**src/design/kalman_angle_bias_filter_unit_macros.svh**
```systemverilog
// Assertion macros for the kalman angle/bias filter unit.
// Uses the clock and reset names of the including module.
`ifndef KALMAN_ANGLE_BIAS_FILTER_UNIT_MACROS_SVH
`define KALMAN_ANGLE_BIAS_FILTER_UNIT_MACROS_SVH
`ifndef SYNTH
`define KABF_ASSERT(lbl, prop) \
   lbl: assert property (@(posedge clock) disable iff (reset) prop) \
      else $error("kabf assertion failed");
`define KABF_ASSERT_IMP(lbl, ante, cons) `KABF_ASSERT(lbl, (ante) |-> (cons))
`define KABF_ASSERT_NEXT(lbl, ante, cons) `KABF_ASSERT(lbl, (ante) |=> (cons))
`else
`define KABF_ASSERT(lbl, prop)
`define KABF_ASSERT_IMP(lbl, ante, cons)
`define KABF_ASSERT_NEXT(lbl, ante, cons)
`endif
`endif

```
**src/design/kabf_pkg.sv**
```systemverilog
// Shared types, constants and functions of the kalman angle/bias filter.
// No dependencies.
`timescale 1ns / 1ps
`default_nettype none
package kabf_pkg;

   localparam logic FUNC_UPDATE = 1'b0;
   localparam logic FUNC_REINIT = 1'b1;

   localparam logic [1:0] CSR_ANGLE_NOISE   = 2'd0;
   localparam logic [1:0] CSR_BIAS_NOISE    = 2'd1;
   localparam logic [1:0] CSR_MEASURE_NOISE = 2'd2;

   localparam logic [23:0] ANGLE_NOISE_RESET   = 24'd16777;
   localparam logic [23:0] BIAS_NOISE_RESET    = 24'd50332;
   localparam logic [23:0] MEASURE_NOISE_RESET = 24'd503316;

   localparam logic signed [32:0] DEG_TO_RAD_Q32 = 33'sd74961321;

   typedef enum logic [4:0] {
      OP_RATE,
      OP_ANG_PRED,
      OP_P11DT,
      OP_INNER,
      OP_PAA_PRED,
      OP_PAB_PRED,
      OP_PBA_PRED,
      OP_PBB_PRED,
      OP_INNOV,
      OP_GAIN,
      OP_ANG_CORR,
      OP_BIAS_CORR,
      OP_PBB_CORR,
      OP_PBA_CORR,
      OP_PAB_CORR,
      OP_PAA_CORR,
      OP_OUT
   } op_type;

   typedef struct packed {
      logic   capture;
      logic   reinit;
      logic   issue;
      logic   div_start;
      op_type op;
   } cmd_type;

   typedef struct packed {
      logic div_done;
      logic out_busy;
   } sts_type;

   function automatic logic signed [31:0] sat32(input logic signed [67:0] v);
      logic signed [31:0] r;
      if (v > 68'sd2147483647) begin
         r = 32'sh7fffffff;
      end else if (v < -68'sd2147483648) begin
         r = 32'sh80000000;
      end else begin
         r = v[31:0];
      end
      return r;
   endfunction

endpackage
`default_nettype wire

```
**src/design/kabf_ctrl.sv**
```systemverilog
// Controller: sequences the update steps over the datapath.
// Depends on kabf_pkg and the assertion macro header.
`timescale 1ns / 1ps
`default_nettype none
`include "kalman_angle_bias_filter_unit_macros.svh"
module kabf_ctrl
   import kabf_pkg::*;
(
   input  wire logic    clock,
   input  wire logic    reset,
   input  wire logic    req_valid,
   input  wire logic    req_func,
   output logic         req_stall,
   input  wire sts_type sts,
   output cmd_type      cmd
);

   typedef enum logic [1:0] {ST_IDLE, ST_ISSUE, ST_WAIT, ST_DIV_WAIT} state_type;

   state_type state_ff;
   op_type    step_ff;
   logic      accept;
   op_type    step_next;

   always_comb begin
      accept    = (state_ff == ST_IDLE) && req_valid;
      req_stall = (state_ff != ST_IDLE);
      step_next = op_type'(5'(step_ff + 5'd1));
      cmd.capture   = accept;
      cmd.reinit    = accept && (req_func == FUNC_REINIT);
      cmd.op        = step_ff;
      cmd.issue     = 1'b0;
      cmd.div_start = 1'b0;
      if (state_ff == ST_ISSUE) begin
         if (step_ff == OP_GAIN) begin
            cmd.div_start = 1'b1;
         end else if (!(step_ff == OP_OUT && sts.out_busy)) begin
            cmd.issue = 1'b1;
         end
      end
   end

   always_ff @(posedge clock) begin
      if (reset) begin
         state_ff <= ST_IDLE;
         step_ff  <= OP_RATE;
      end else begin
         unique case (state_ff)
            ST_IDLE: begin
               if (accept && req_func == FUNC_UPDATE) begin
                  step_ff  <= OP_RATE;
                  state_ff <= ST_ISSUE;
               end
            end
            ST_ISSUE: begin
               if (cmd.div_start) begin
                  state_ff <= ST_DIV_WAIT;
               end else if (cmd.issue) begin
                  state_ff <= ST_WAIT;
               end
            end
            ST_WAIT: begin
               if (step_ff == OP_OUT) begin
                  state_ff <= ST_IDLE;
               end else begin
                  step_ff  <= step_next;
                  state_ff <= ST_ISSUE;
               end
            end
            ST_DIV_WAIT: begin
               if (sts.div_done) begin
                  step_ff  <= step_next;
                  state_ff <= ST_ISSUE;
               end
            end
            default: state_ff <= ST_IDLE;
         endcase
      end
   end

   `KABF_ASSERT_IMP(a_out_slot_free, cmd.issue && cmd.op == OP_OUT, !sts.out_busy)
   `KABF_ASSERT_IMP(a_done_in_wait, sts.div_done, state_ff == ST_DIV_WAIT)
   `KABF_ASSERT_NEXT(a_update_holds_off, accept && req_func == FUNC_UPDATE, req_stall)

endmodule
`default_nettype wire

```
**config.mk**
```make
export PLATFORM = sky130hd
export DESIGN_NAME = kabf_ctrl
export DESIGN_NICKNAME = d
export VERILOG_FILES = /design/src/design/kabf_pkg.sv /design/src/design/kabf_ctrl.sv
export VERILOG_INCLUDE_DIRS = /design/src /design/src/design
export SDC_FILE = /design/constraint.sdc
export NUM_CORES = 1
export LEC_CHECK = 0
export BUFFER_PORTS_ARGS = -buffer_cell sky130_fd_sc_hd__buf_4
export CELL_PAD_IN_SITES_DETAIL_PLACEMENT = 0
export CELL_PAD_IN_SITES_GLOBAL_PLACEMENT = 1
export CORE_UTILIZATION = 34
export CTS_CLUSTER_SIZE = 10
export DETAILED_ROUTE_END_ITERATION = 16
export PLACE_DENSITY = 0.78
export SYNTH_ARGS = -nofsm -noshare
export SYNTH_HDL_FRONTEND = slang
export SYNTH_SLANG_ARGS = --single-unit
```
**constraint.sdc**
```tcl
create_clock -name clock -period 2.25 [get_ports clock]
set_input_delay 0.45 -clock clock [delete_from_list [all_inputs] [get_ports clock]]
set_output_delay 0.45 -clock clock [all_outputs]
set_load 0.01 [all_outputs]
```
* Yosys cells after proc, flatten, opt, wreduce, memory -nomap -nowiden
Index checks and enable logic that the tools add are counted.
** Operators by class
- Add/sub/neg operators :: 1
- Eq/ne operators :: 9
- Mux-type cells :: 14
- Bitwise logic cells :: 1
- Reduce and logical (&&, ||, !) cells :: 9
** Operator list (number)
- 2-to-1 mux 5 bit :: 3
- one-hot mux 5 bit (3 select lines) :: 1
- 2-to-1 mux 2 bit :: 5
- one-hot mux 2 bit (4 select lines) :: 1
- adder 5 x 1 -> 5 bit, second input constant :: 1
- == test 5 x 4 -> 1 bit, second input constant :: 1
- == test 5 bit, second input constant :: 1
- == test 2 bit, second input constant :: 2
- logical AND 1 bit :: 4
- 2-to-1 mux 1 bit :: 4
- inequality test 2 bit, second input constant :: 2
- AND reduction 4 bit :: 1
- inequality test 3 bit, second input constant :: 1
- AND reduction 3 bit :: 1
- nonzero test 3 bit :: 1
- == test 2 x 1 -> 1 bit, second input constant :: 1
- zero test 2 bit :: 1
- inequality test 2 x 1 -> 1 bit, second input constant :: 1
- nonzero test 2 bit :: 1
- inverter 1 bit :: 1
** Word-level totals
- Register bits :: 7
- Input port bits :: 6
- Output and inout port bits :: 10
- Logic and storage cells :: 36

* Logic depth before layout (Yosys ltp)
- Depth after elaboration :: 8
- Depth in mapped cells :: 6
- Gate-level depth less buffers :: 6

* Worst setup path after synthesis
No wires, ideal clock.
- Path kind :: register to register
- Start :: register step_ff[0]
- End :: register step_ff[3]
- Setup time :: 0.070 ns
- Data arrival time :: 1.750 ns
- Data required time :: 2.180 ns
- Setup slack :: 0.431 ns
- Cell stages (with the launch flop) :: 7
- Path buffers :: 0
- Clock period less this slack :: 1.819 ns
- Cell sequence :: dfxtp_1 -> inv_1 -> ha_1 -> nor4bb_2 -> mux2_4 -> or4_1 -> a21oi_1
** On the way
- Cells in the longest elaborated chain, start to end :: 3
- Elaborated cells on any way between the ends :: 7
- Those cells by class :: add/sub: 1; eq/ne: 2; mux: 3; reduce/logical: 1
** Ends and longest elaborated chain
- from (decl) :: line kabf_ctrl.sv:21 : op_type step_ff;
- from (signal assigned) :: line kabf_ctrl.sv:66 : step_ff <= step_next;
- from (signal assigned) :: line kabf_ctrl.sv:72 : step_ff <= step_next;
- adder 5 x 1 -> 5 bit or == test 5 bit (tied branches) :: line kabf_ctrl.sv:28, kabf_ctrl.sv:63
- 2-to-1 mux 5 bit (tied with other cells) :: line kabf_ctrl.sv:71 : if (sts.div_done) begin
- one-hot mux 5 bit (3 select lines) or AND reduction 4 bit (tied branches)
Parallel ways exist; a longest one is shown, timed or not. The select of a mux whose other input is x is not followed.
A chain may end at the register's enable or synchronous reset.

==> metrics.txt <==
Detail Placement HPWL=860 um; vias per cell=5.33; Multi-input gate area=342 um2; I/O pin total=16; Core ar.=0.00137 mm2; part of the power in registers=0.237; relative slew slack=0.650; CTS Root Cell=clkbuf_4; hold path start=reset; PortBufs=15; DP Worst Slack=0.387 ns; top sig layer=met4; Synth Register Bits=7; Worst-Margin Slew=0.525 ns; Combinational Power Share=0.612; share of the synthesized area in the top cell type=0.268; Pins Over Slew Limit=0; CTS buffer count=3; Seq/Total Area, Yosys=0.268; Final Critical Period=2.09 ns; fillers=150; Post-layout nets=95; Worst R2R Setup Slack=0.37 ns; met2 routed WL=487 um; TNS Setup=0 ns; Die ar.=0.00170 mm2; Final setup viols=0; Worst VDD drop=0.000547 V; CTS tree=done; Clock transition at path regs=0.05 ns; FF-to-FF path depth=6; Clock power frac=0.150; chip height=41.2 um; Worst Hold Class=input port to flip-flop; Iter 0 DRT Violations=19; clock skew=0.00425 ns; Area Overhead vs Synth=28.7%; layout cell share with drive strength beyond 1=0.247; total track usage=0.170; switching share of total power=0.451; Detail Route Antenna Nets=0; global-route wire length before repair=1820 um; grt ovf=0; reg2reg end=step_ff[3]; Clock H-tree levels=1; critical path startpoint=step_ff[0]; register area=140 um2; final WL=1120 um; Routed WL per cell=11.6 um; Ys Warns=0; via count=512; Hold Vio Cnt, Final=0; met3 WL=62 um; Ant. Diodes=0; startpoint types=flip-flop; synthesized area per cell=8.30 um2; Hold Path Sink=state_ff[0]; Synth Cell Area=523 um2; Max Cap Violations=0; top post-synthesis cells by area=dfxtp_1 27%, ha_1 17%, a21oi_1 6.7%, inv_1 6.5%, nand3_1 4.8%; critical path capture point type=primary output; critical path class=flip-flop to primary output; die width=41.2 um; internal power=419 uW; drc violations=0; # clock sinks=7; Std-Cell Rows=13; Hold Path Stages=2; Psw=345 uW; PostCTS Resize Cnt=0; RSZ-0062 raised after global routing=no; Clock Latency Late Sink=0.25 ns; Worst Path Required=1.80 ns; Syn Inst Count=63; fin worst setup slack=0.156 ns; largest net degree at the start of global routing=9; P_leak=0.285 nW; Critical Path Fanout Max=6; post-synth top area cell=dfxtp_1; clk buf depth=2; initial antenna violation count=0; Yosys cell types=24; met1 WL=557 um; status=completed; first-pass iteration count of the detailed router=4; fmax=477 MHz; Post-CTS Hold Buffers=0; Worst EP arrival=1.64 ns; GP Congestion=0.762; Final period util=0.931; vias in the first global route=454; Syn Nets=76; FF-to-FF Start=step_ff[0]; Post-CTS Setup Inserts=0; PwrDens=1140 mW/mm2; Starting Density=0.383
-- cells in the mapped netlist --
master	count
a211oi_1	2
a21oi_1	7
a311oi_1	1
and2_1	1
and3_1	1
buf_4	1
dfxtp_1	7
ha_1	7
inv_1	9
mux2_4	1
mux2i_1	1
nand2_1	1
nand2b_1	1
nand3_1	5
nor2_1	1
nor2b_1	1
nor3_1	2
nor4_1	1
nor4bb_2	1
o21ai_0	4
o22a_1	1
o22ai_1	1
o31ai_1	3
or4_1	3
-- layout make-up --
class	instances	share of cell area
inverter	9	0.0502
sequential	7	0.208
timing repair buffer	15	0.167
multi-input combinational	46	0.507
clock buffer	4	0.0390
tap	15	0.0279
-- per-layer routing --
metal,vias up,GRT usage
li1,270,-
met2,14,0.254
met4,0,0.0726
met5,-,0
met3,2,0.0815
met1,226,0.204
-- cells in the final DEF (no fill, tap or decap) --
cell	n
o22a_1	1
clkbuf_4	3
o31ai_1	3
o22ai_1	1
a21oi_1	7
nor2b_1	1
clkbuf_1	1
buf_4	15
and2_1	1
nor2_1	1
inv_1	9
dfxtp_1	7
nor4bb_2	1
nand2_1	1
or4_1	3
a211oi_1	2
o21ai_0	4
nor3_1	2
mux2i_1	1
and3_1	1
nand2b_1	1
mux2_4	1
a311oi_1	1
nor4_1	1
nand3_1	5
ha_1	7
-- stage by stage --
stage,instance area [um2],cells,power [mW],util,hold slack (ns)
after CTS,673,96,0.777,0.493,0.353
after global placement,647,92,0.650,0.473,0.535
final,673,96,0.764,0.493,0.367
after floorplan,523,63,0.513,-,0.518
after detailed placement,647,92,0.650,0.473,0.528
after global routing,673,96,0.849,0.493,0.355
-- kinds of logic after synthesis --
logic type | synth area share
buffers and inverters | 0.0789
AO/OA/AOI/OAI | 0.222
flip-flops | 0.268
multiplexers | 0.0478
AND/OR/NAND/NOR | 0.215
adder cells (fa/ha/maj) | 0.167
-- worst max-delay path by stage --
stage	slack [ns]	depth (start not counted)	to
after detailed placement	0.39	6	step_ff[4]
after floorplan	0.43	6	step_ff[3]
final	0.16	5	cmd[6]
after global placement	0.41	6	step_ff[4]
after CTS	0.15	5	cmd[6]
after global routing	0.05	5	cmd[6]
-- sequential cells by signal, summed over array words and instances, names as in the netlist --
name and flops:
state_ff 2, step_ff 5
-- worst max-delay path, cell delays in order (launching register included) --
cell and delay, ns:
dfxtp_1 0.35, inv_1 0.10, ha_1 0.14, nor4bb_2 0.47
a211oi_1 0.16, buf_4 0.17
-- power groups by stage --
stage | combinational [mW] | clock (mW) | sequential, mW
2_1_floorplan | 0.331 | 0 | 0.181
3_3_place_gp | 0.467 | 0 | 0.183
3_5_place_dp | 0.465 | 0 | 0.185
4_1_cts | 0.472 | 0.123 | 0.182
5_1_grt | 0.528 | 0.134 | 0.187
6_report | 0.468 | 0.115 | 0.181
(Power assumes the default switching activity.)
